### config.mk
export PLATFORM = sky130hd
export DESIGN_NAME = utf8_byte_stream_validator
export DESIGN_NICKNAME = d
export VERILOG_FILES = /design/src/utf8v_pkg.sv /design/src/utf8v_in_stage.sv /design/src/utf8v_check.sv /design/src/utf8_byte_stream_validator.sv
export VERILOG_INCLUDE_DIRS = /design/src /design/src/src
export SDC_FILE = /design/constraint.sdc
export NUM_CORES = 1
export LEC_CHECK = 0
export BUFFER_PORTS_ARGS = -buffer_cell sky130_fd_sc_hd__buf_2
export CAP_MARGIN = 20
export CELL_PAD_IN_SITES_DETAIL_PLACEMENT = 0
export CELL_PAD_IN_SITES_GLOBAL_PLACEMENT = 1
export CORE_MARGIN = 4
export CORE_UTILIZATION = 30
export CTS_CLUSTER_DIAMETER = 200
export DETAILED_ROUTE_END_ITERATION = 12
export PLACE_DENSITY = 0.55
export SLEW_MARGIN = 20
export SYNTH_ARGS = -nofsm -noshare
export SYNTH_HDL_FRONTEND = slang
export SYNTH_SLANG_ARGS = --single-unit
### constraint.sdc
create_clock -name clk -period 3.8 [get_ports clk]
set_input_delay 0.19 -clock clk [delete_from_list [all_inputs] [get_ports clk]]
set_output_delay 0.19 -clock clk [all_outputs]
set_load 0.01 [all_outputs]
### src/utf8_byte_stream_validator_assert.svh
// Assertion macros shared by the validator modules.
// Each expects signals named clk and rst_n in the enclosing module.
`ifndef UTF8_BYTE_STREAM_VALIDATOR_ASSERT_SVH
`define UTF8_BYTE_STREAM_VALIDATOR_ASSERT_SVH

`ifndef ASSERT_OFF
`define UTF8V_ASSERT_IMP(label, ante, cons) \
    label: assert property (@(posedge clk) disable iff (!rst_n) (ante) |-> (cons)) \
        else $error("utf8v assertion failed");
`define UTF8V_ASSERT_NEXT(label, ante, cons) \
    label: assert property (@(posedge clk) disable iff (!rst_n) (ante) |=> (cons)) \
        else $error("utf8v assertion failed");
`else
`define UTF8V_ASSERT_IMP(label, ante, cons)
`define UTF8V_ASSERT_NEXT(label, ante, cons)
`endif

`endif

### src/utf8v_pkg.sv
`default_nettype none

package utf8v_pkg;

    localparam logic [7:0] ASCII_MAX = 8'h7F;
    localparam logic [7:0] CONT_MIN  = 8'h80;
    localparam logic [7:0] CONT_MAX  = 8'hBF;
    localparam logic [7:0] LEAD2_MIN = 8'hC0;
    localparam logic [7:0] LEAD2_MAX = 8'hDF;
    localparam logic [7:0] LEAD3_MIN = 8'hE0;
    localparam logic [7:0] LEAD3_MAX = 8'hEF;
    localparam logic [7:0] LEAD4_MIN = 8'hF0;
    localparam logic [7:0] LEAD4_MAX = 8'hF7;

    typedef logic [1:0] pend_t;

    typedef struct packed {
        logic [7:0] byte_value;
        logic       first_of_file;
        logic       last_of_file;
    } in_item_t;

    typedef struct packed {
        logic       valid_so_far;
        logic       verdict_final;
        logic [7:0] offending_lead;
    } out_item_t;

endpackage

`default_nettype wire

### src/utf8v_in_stage.sv
`default_nettype none

module utf8v_in_stage (
    input  wire logic               clk,
    input  wire logic               rst_n,
    input  wire logic               item_valid,
    output logic                    item_stall,
    input  wire utf8v_pkg::in_item_t item,
    input  wire logic               advance,
    output logic                    stage_valid,
    output utf8v_pkg::in_item_t     stage_item
);
    import utf8v_pkg::*;

    logic     stage_valid_reg;
    logic     stage_valid_next;
    in_item_t stage_item_reg;
    logic     load;

    // hold the item while the check stage cannot take it
    assign item_stall       = stage_valid_reg && !advance;
    assign load             = item_valid && !item_stall;
    assign stage_valid_next = load || (stage_valid_reg && !advance);

    always_ff @(posedge clk or negedge rst_n)
    begin
        if (!rst_n)
        begin
            stage_valid_reg <= 1'b0;
        end
        else
        begin
            stage_valid_reg <= stage_valid_next;
        end
    end

    always_ff @(posedge clk)
    begin
        if (load)
        begin
            stage_item_reg <= item;
        end
    end

    assign stage_valid = stage_valid_reg;
    assign stage_item  = stage_item_reg;

endmodule

`default_nettype wire

### src/utf8v_check.sv
`default_nettype none

`include "utf8_byte_stream_validator_assert.svh"

module utf8v_check (
    input  wire logic                clk,
    input  wire logic                rst_n,
    input  wire logic                advance,
    input  wire utf8v_pkg::in_item_t stage_item,
    output utf8v_pkg::out_item_t     result_next
);
    import utf8v_pkg::*;

    pend_t      pend_reg, pend_next;
    logic [7:0] lead_reg, lead_next;
    logic       err_reg, err_next;
    logic [7:0] bad_reg, bad_next;

    pend_t      pend_cur;
    logic [7:0] lead_cur;
    logic       err_cur;
    logic [7:0] bad_cur;
    logic [7:0] b;
    logic       is_ascii, is_cont, is_lead2, is_lead3, is_lead4;
    logic       broken, fresh_err, tail_err, new_err;
    pend_t      pend_seq;
    logic [7:0] err_lead;

    always_comb
    begin
        b        = stage_item.byte_value;
        // start flag clears the state before this byte
        pend_cur = stage_item.first_of_file ? '0    : pend_reg;
        lead_cur = stage_item.first_of_file ? 8'h00 : lead_reg;
        err_cur  = stage_item.first_of_file ? 1'b0  : err_reg;
        bad_cur  = stage_item.first_of_file ? 8'h00 : bad_reg;

        is_ascii = (b <= ASCII_MAX);
        is_cont  = (b >= CONT_MIN)  && (b <= CONT_MAX);
        is_lead2 = (b >= LEAD2_MIN) && (b <= LEAD2_MAX);
        is_lead3 = (b >= LEAD3_MIN) && (b <= LEAD3_MAX);
        is_lead4 = (b >= LEAD4_MIN) && (b <= LEAD4_MAX);

        broken    = (pend_cur != '0) && !is_cont;
        fresh_err = 1'b0;
        lead_next = lead_cur;

        if ((pend_cur != '0) && is_cont)
        begin
            pend_seq = pend_cur - 2'd1;
        end
        else
        begin
            // drop any open sequence and check the byte as fresh
            pend_seq = '0;
            if (is_lead2)
            begin
                pend_seq  = 2'd1;
                lead_next = b;
            end
            else if (is_lead3)
            begin
                pend_seq  = 2'd2;
                lead_next = b;
            end
            else if (is_lead4)
            begin
                pend_seq  = 2'd3;
                lead_next = b;
            end
            else if (!is_ascii)
            begin
                fresh_err = 1'b1;
            end
        end

        tail_err  = stage_item.last_of_file && (pend_seq != '0);
        pend_next = stage_item.last_of_file ? '0 : pend_seq;
        new_err   = broken || fresh_err || tail_err;

        // earliest error in the byte wins
        if (broken)
        begin
            err_lead = lead_cur;
        end
        else if (fresh_err)
        begin
            err_lead = b;
        end
        else
        begin
            err_lead = lead_next;
        end

        err_next = err_cur || new_err;
        bad_next = (!err_cur && new_err) ? err_lead : bad_cur;

        result_next.valid_so_far   = !err_next;
        result_next.verdict_final  = stage_item.last_of_file;
        result_next.offending_lead = bad_next;
    end

    always_ff @(posedge clk or negedge rst_n)
    begin
        if (!rst_n)
        begin
            pend_reg <= '0;
            lead_reg <= 8'h00;
            err_reg  <= 1'b0;
            bad_reg  <= 8'h00;
        end
        else if (advance)
        begin
            pend_reg <= pend_next;
            lead_reg <= lead_next;
            err_reg  <= err_next;
            bad_reg  <= bad_next;
        end
    end

    // a recorded lead is never an ASCII byte
    `UTF8V_ASSERT_IMP(a_bad_lead_high, err_reg, bad_reg[7])
    // an open sequence always belongs to a multi-byte lead
    `UTF8V_ASSERT_IMP(a_open_lead, pend_reg != '0, lead_reg[7:6] == 2'b11)

endmodule

`default_nettype wire

### src/utf8_byte_stream_validator.sv
// Lenient UTF-8 stream checker. Bytes of a file arrive one item at a time;
// one result item comes back for every byte, carrying the running verdict
// and the lead byte of the first bad sequence. The block takes one byte per
// clock while it is not stalled. An accepted byte sits in the input register,
// passes the single check stage that updates the sequence state, and lands
// in the result register once that register is free or its result is taken,
// where its result is offered. A stalled result holds the pipe only once
// both registers are full.
`default_nettype none

`include "utf8_byte_stream_validator_assert.svh"

module utf8_byte_stream_validator (
    input  wire logic                 clk,
    input  wire logic                 rst_n,
    input  wire logic                 item_valid,
    output logic                      item_stall,
    input  wire utf8v_pkg::in_item_t  item,
    output logic                      result_valid,
    input  wire logic                 result_stall,
    output utf8v_pkg::out_item_t      result
);
    import utf8v_pkg::*;

    logic      stage_valid;
    in_item_t  stage_item;
    logic      advance;
    out_item_t result_next;
    logic      result_valid_reg;
    logic      result_valid_next;
    out_item_t result_reg;

    // move the staged item into the result register when it is free
    assign advance           = stage_valid && (!result_valid_reg || !result_stall);
    assign result_valid_next = advance || (result_valid_reg && result_stall);

    utf8v_in_stage u_in_stage (
        .clk         (clk),
        .rst_n       (rst_n),
        .item_valid  (item_valid),
        .item_stall  (item_stall),
        .item        (item),
        .advance     (advance),
        .stage_valid (stage_valid),
        .stage_item  (stage_item)
    );

    utf8v_check u_check (
        .clk         (clk),
        .rst_n       (rst_n),
        .advance     (advance),
        .stage_item  (stage_item),
        .result_next (result_next)
    );

    always_ff @(posedge clk or negedge rst_n)
    begin
        if (!rst_n)
        begin
            result_valid_reg <= 1'b0;
        end
        else
        begin
            result_valid_reg <= result_valid_next;
        end
    end

    always_ff @(posedge clk)
    begin
        if (advance)
        begin
            result_reg <= result_next;
        end
    end

    assign result_valid = result_valid_reg;
    assign result       = result_reg;

    // a clean verdict and a zero lead go together
    `UTF8V_ASSERT_IMP(a_verdict_lead, result_valid_reg,
        result_reg.valid_so_far == (result_reg.offending_lead == 8'h00))
    // a staged item that cannot move stays staged
    `UTF8V_ASSERT_NEXT(a_stage_kept, stage_valid && !advance, stage_valid)

endmodule

`default_nettype wire

==> impl_results.md <==
* Outcome: complete, no violations
* Pint at 0.000722 W
* Worst reg2reg path startpoint: u_in_stage.stage_item[1]
* Net Sw Power at 0.000278 W
* Final Hold Fails at 0
* GRT overflow at 0
* Post-route ant nets at 0
* Measured slew at the worst slew-check pin at 0.683 ns
* Setup Crit Path Kind: reg -> reg
* Worst setup slack after layout at 0.904 ns
* Average cell area after synthesis at 11.9 µm²
* Post-layout util at 35.5%
* Iter 0 DRT Violations at 52
* Synth area leader: edfxtp_1
* Syn. warnings at 0
* Top Family by Delay on Critical Path: flip-flops
* Detailed Place HPWL at 2730 µm
* CTS tree: done
* Core box area at 5890 µm²
* CP Cell Sequence: inv_1 -> nand2_1 -> ha_1 -> nor3b_2 -> a311o_1 -> o21a_2 -> nor2_1 -> o32ai_1
* Setup violations, final at 0
* DRT Pass-1 Iters at 4
* #FFs+latches synth at 41
* WP data arrival at 2.91 ns
* Setup TNS at 0 ns
* Die height at 85.8 µm
* Syn nets at 167
* Core Rows at 28
* Critical path startpoint: u_in_stage.stage_item[1]
* Total Nets Final at 195
* DRC violations left at 0
* CTS buffer count at 5
* Top FF cell, synth: dfrtp_1
* Pwr dens at 478 nW/µm²
* Worst slack at placement at 0.997 ns
* Vias in the first global route at 1289
* Routability congestion estimate at 0.729
* F_max at 345 MHz
* Max-cap violations at 0
* Total power at 0.00100 W
* Post-Syn Area at 1820 µm²
* Wire per inst at 14.6 µm
* Fin crit period at 2.90 ns
* Post-synth EDFFs at 20
* Via count at 1281
* Skew-Pair Late Insertion Delay at 0.29 ns
* Die ar. at 7360 µm²
* Clock root cell: clkbuf_8
* Setup repair bufs after CTS at 0
* Io pins at 26
* Slew margin rel. at 54.1%
* Area Growth Syn to Fin at 15.2%
* Largest net degree at the start of global routing at 22
* Die X at 85.8 µm
* Post-synth top cells: 21 x dfrtp_1, 20 x edfxtp_1, 15 x nand2_1
* Synth area leaders: edfxtp_1 33%, dfrtp_1 29%, o2bb2ai_1 3.9%, o32ai_1 3.4%, nand2_1 3.1%
* Reg power frac at 56.5%
* Critical path startpoint category: flip-flop
* RSZ-0062 raised after global routing: false
* Cells after Synth at 152
* Crit-path max cell delay at 0.79 ns
* Max Transition Viols Final at 0
* Share of cells above drive strength 1 at 21.0%
* Initial Util at 30.8%
* Initial antenna violation count at 0
* Clock sink count at 41
* Leak Pwr at 0.839 nW
* WP buf/inv at 1
* FFs w/ async S/R, synth at 51.2%
* Count leader, synth: dfrtp_1
* Max H-tree Level at 2
* WL final at 3750 µm
* Peak VDD IR at 0.000238 V
* Clock slew at reported path FFs at 0.08 ns
* Crit share post-route at 76.2%
* Logic pwr share at 16.1%
* Worst hold path startpoint: item[3]
* Vias per Instance at 5.00
* Worst Hold Class: in -> reg
* Slowest cell on the critical path: edfxtp_1
* Port bufs at 25
* GRT Total Usage at 11.1%
* Share of Yosys cell area claimed by the top area cell type at 33.1%
* Antenna Cells at 0
* Seq/Total Area, Yosys at 62.0%
* Net Sw Frac at 27.8%
* Worst clock skew at 0.00806 ns
* CTS max path bufs at 2
* Critical Path RT at 3.81 ns
* CP Capture Type: flip-flop
* Hold Slack at 0.0709 ns
* Yosys cell types at 37
* Critical path fanouts, max at 20
* Global-route wire length before repair at 6280 µm
* Clock share of power at 27.4%
==> cell usage in the layout (no fill, tap or decap), types with 2 or more instances in the layout <==
| cell type | synthesis | routed |
|---|---|---|
| nand3_1 | 3 | 3 |
| inv_1 | 14 | 14 |
| edfxtp_1 | 20 | 20 |
| a22o_1 | 3 | 3 |
| o31ai_1 | 3 | 3 |
| clkbuf_8 | 0 | 5 |
| o32ai_1 | 7 | 7 |
| a21oi_1 | 11 | 11 |
| o21ai_0 | 6 | 6 |
| a32o_1 | 2 | 2 |
| clkinv_2 | 0 | 2 |
| nor3_1 | 2 | 2 |
| nand2_1 | 15 | 15 |
| dfrtp_1 | 21 | 21 |
| and2_1 | 2 | 2 |
| o2bb2ai_1 | 8 | 8 |
| nor2_1 | 4 | 4 |
| buf_2 | 0 | 25 |
| nor3b_1 | 6 | 6 |
| a21o_1 | 2 | 2 |
| nand2b_1 | 2 | 2 |
==> routing by layer <==
layer,global-route usage (%),vias to the layer above,share of wire (%)
li1,-,622,-
met1,13.5,613,45
met2,18.6,40,48
met3,3.84,6,5.7
met4,3.45,0,1.5
met5,0,-,0
==> final timing paths <==
| check | cells after the start | slack (ns) | endpoint |
|---|---|---|---|
| setup / recovery | 8 | 0.90 | result[1] |
| hold / removal | 1 | 0.07 | u_in_stage.stage_item[3] |
| setup reg to reg | 8 | 0.90 | result[1] |
| hold reg to reg | 1 | 0.48 | u_check.lead_reg[6] |
| max in group asynchronous | 2 | 3.05 | u_check.bad_reg[0] |
| min in group asynchronous | 2 | 0.40 | u_check.err_reg |
==> cell families after synthesis <==
logic type               synth area share (%)
buffers and inverters                    5.03
AO/OA/AOI/OAI                            20.0
adder cells (fa/ha/maj)                 0.689
AND/OR/NAND/NOR                          12.3
flip-flops                               62.0
==> worst reg2reg max path: stages (launching register included) <==
cell and delay (ns):
edfxtp_1 0.79, inv_1 0.28, nand2_1 0.16, ha_1 0.24, nor3b_2 0.09, a311o_1 0.35
o21a_2 0.15, nor2_1 0.41, o32ai_1 0.15
==> power groups by stage <==
| stage | logic [W] | registers (W) | clock network [W] |
|---|---|---|---|
| after floorplan | 0.000111 | 0.000569 | 0 |
| after global placement | 0.000161 | 0.000572 | 0 |
| after detailed placement | 0.000162 | 0.000574 | 0 |
| after CTS | 0.000164 | 0.000565 | 0.000280 |
| after global routing | 0.000182 | 0.000572 | 0.000299 |
| final | 0.000161 | 0.000565 | 0.000274 |
==> cell type report <==
cell class	count	area (µm²)
inverter	14	52.6
timing repair buffer	26	135
multi-input combinational	92	598
clock inverter	3	17.5
clock buffer	5	68.8
sequential	41	1130
tap	75	93.8
fill	605	3790
==> through the flow <==
stage,std cells,area [µm²]
after floorplan,152,1820
after global placement,247,2000
after detailed placement,247,2000
after CTS,256,2090
after global routing,256,2090
final,256,2090
==> what timing repair did <==
item | 4_1_cts | 5_1_grt
resized for setup | 0 | 0
endpoints found under the hold margin | 21 | 0
endpoints found under the setup margin | 0 | 0
hold buffers | 1 | 0
No activity file was read; power rests on OpenSTA's default activity.
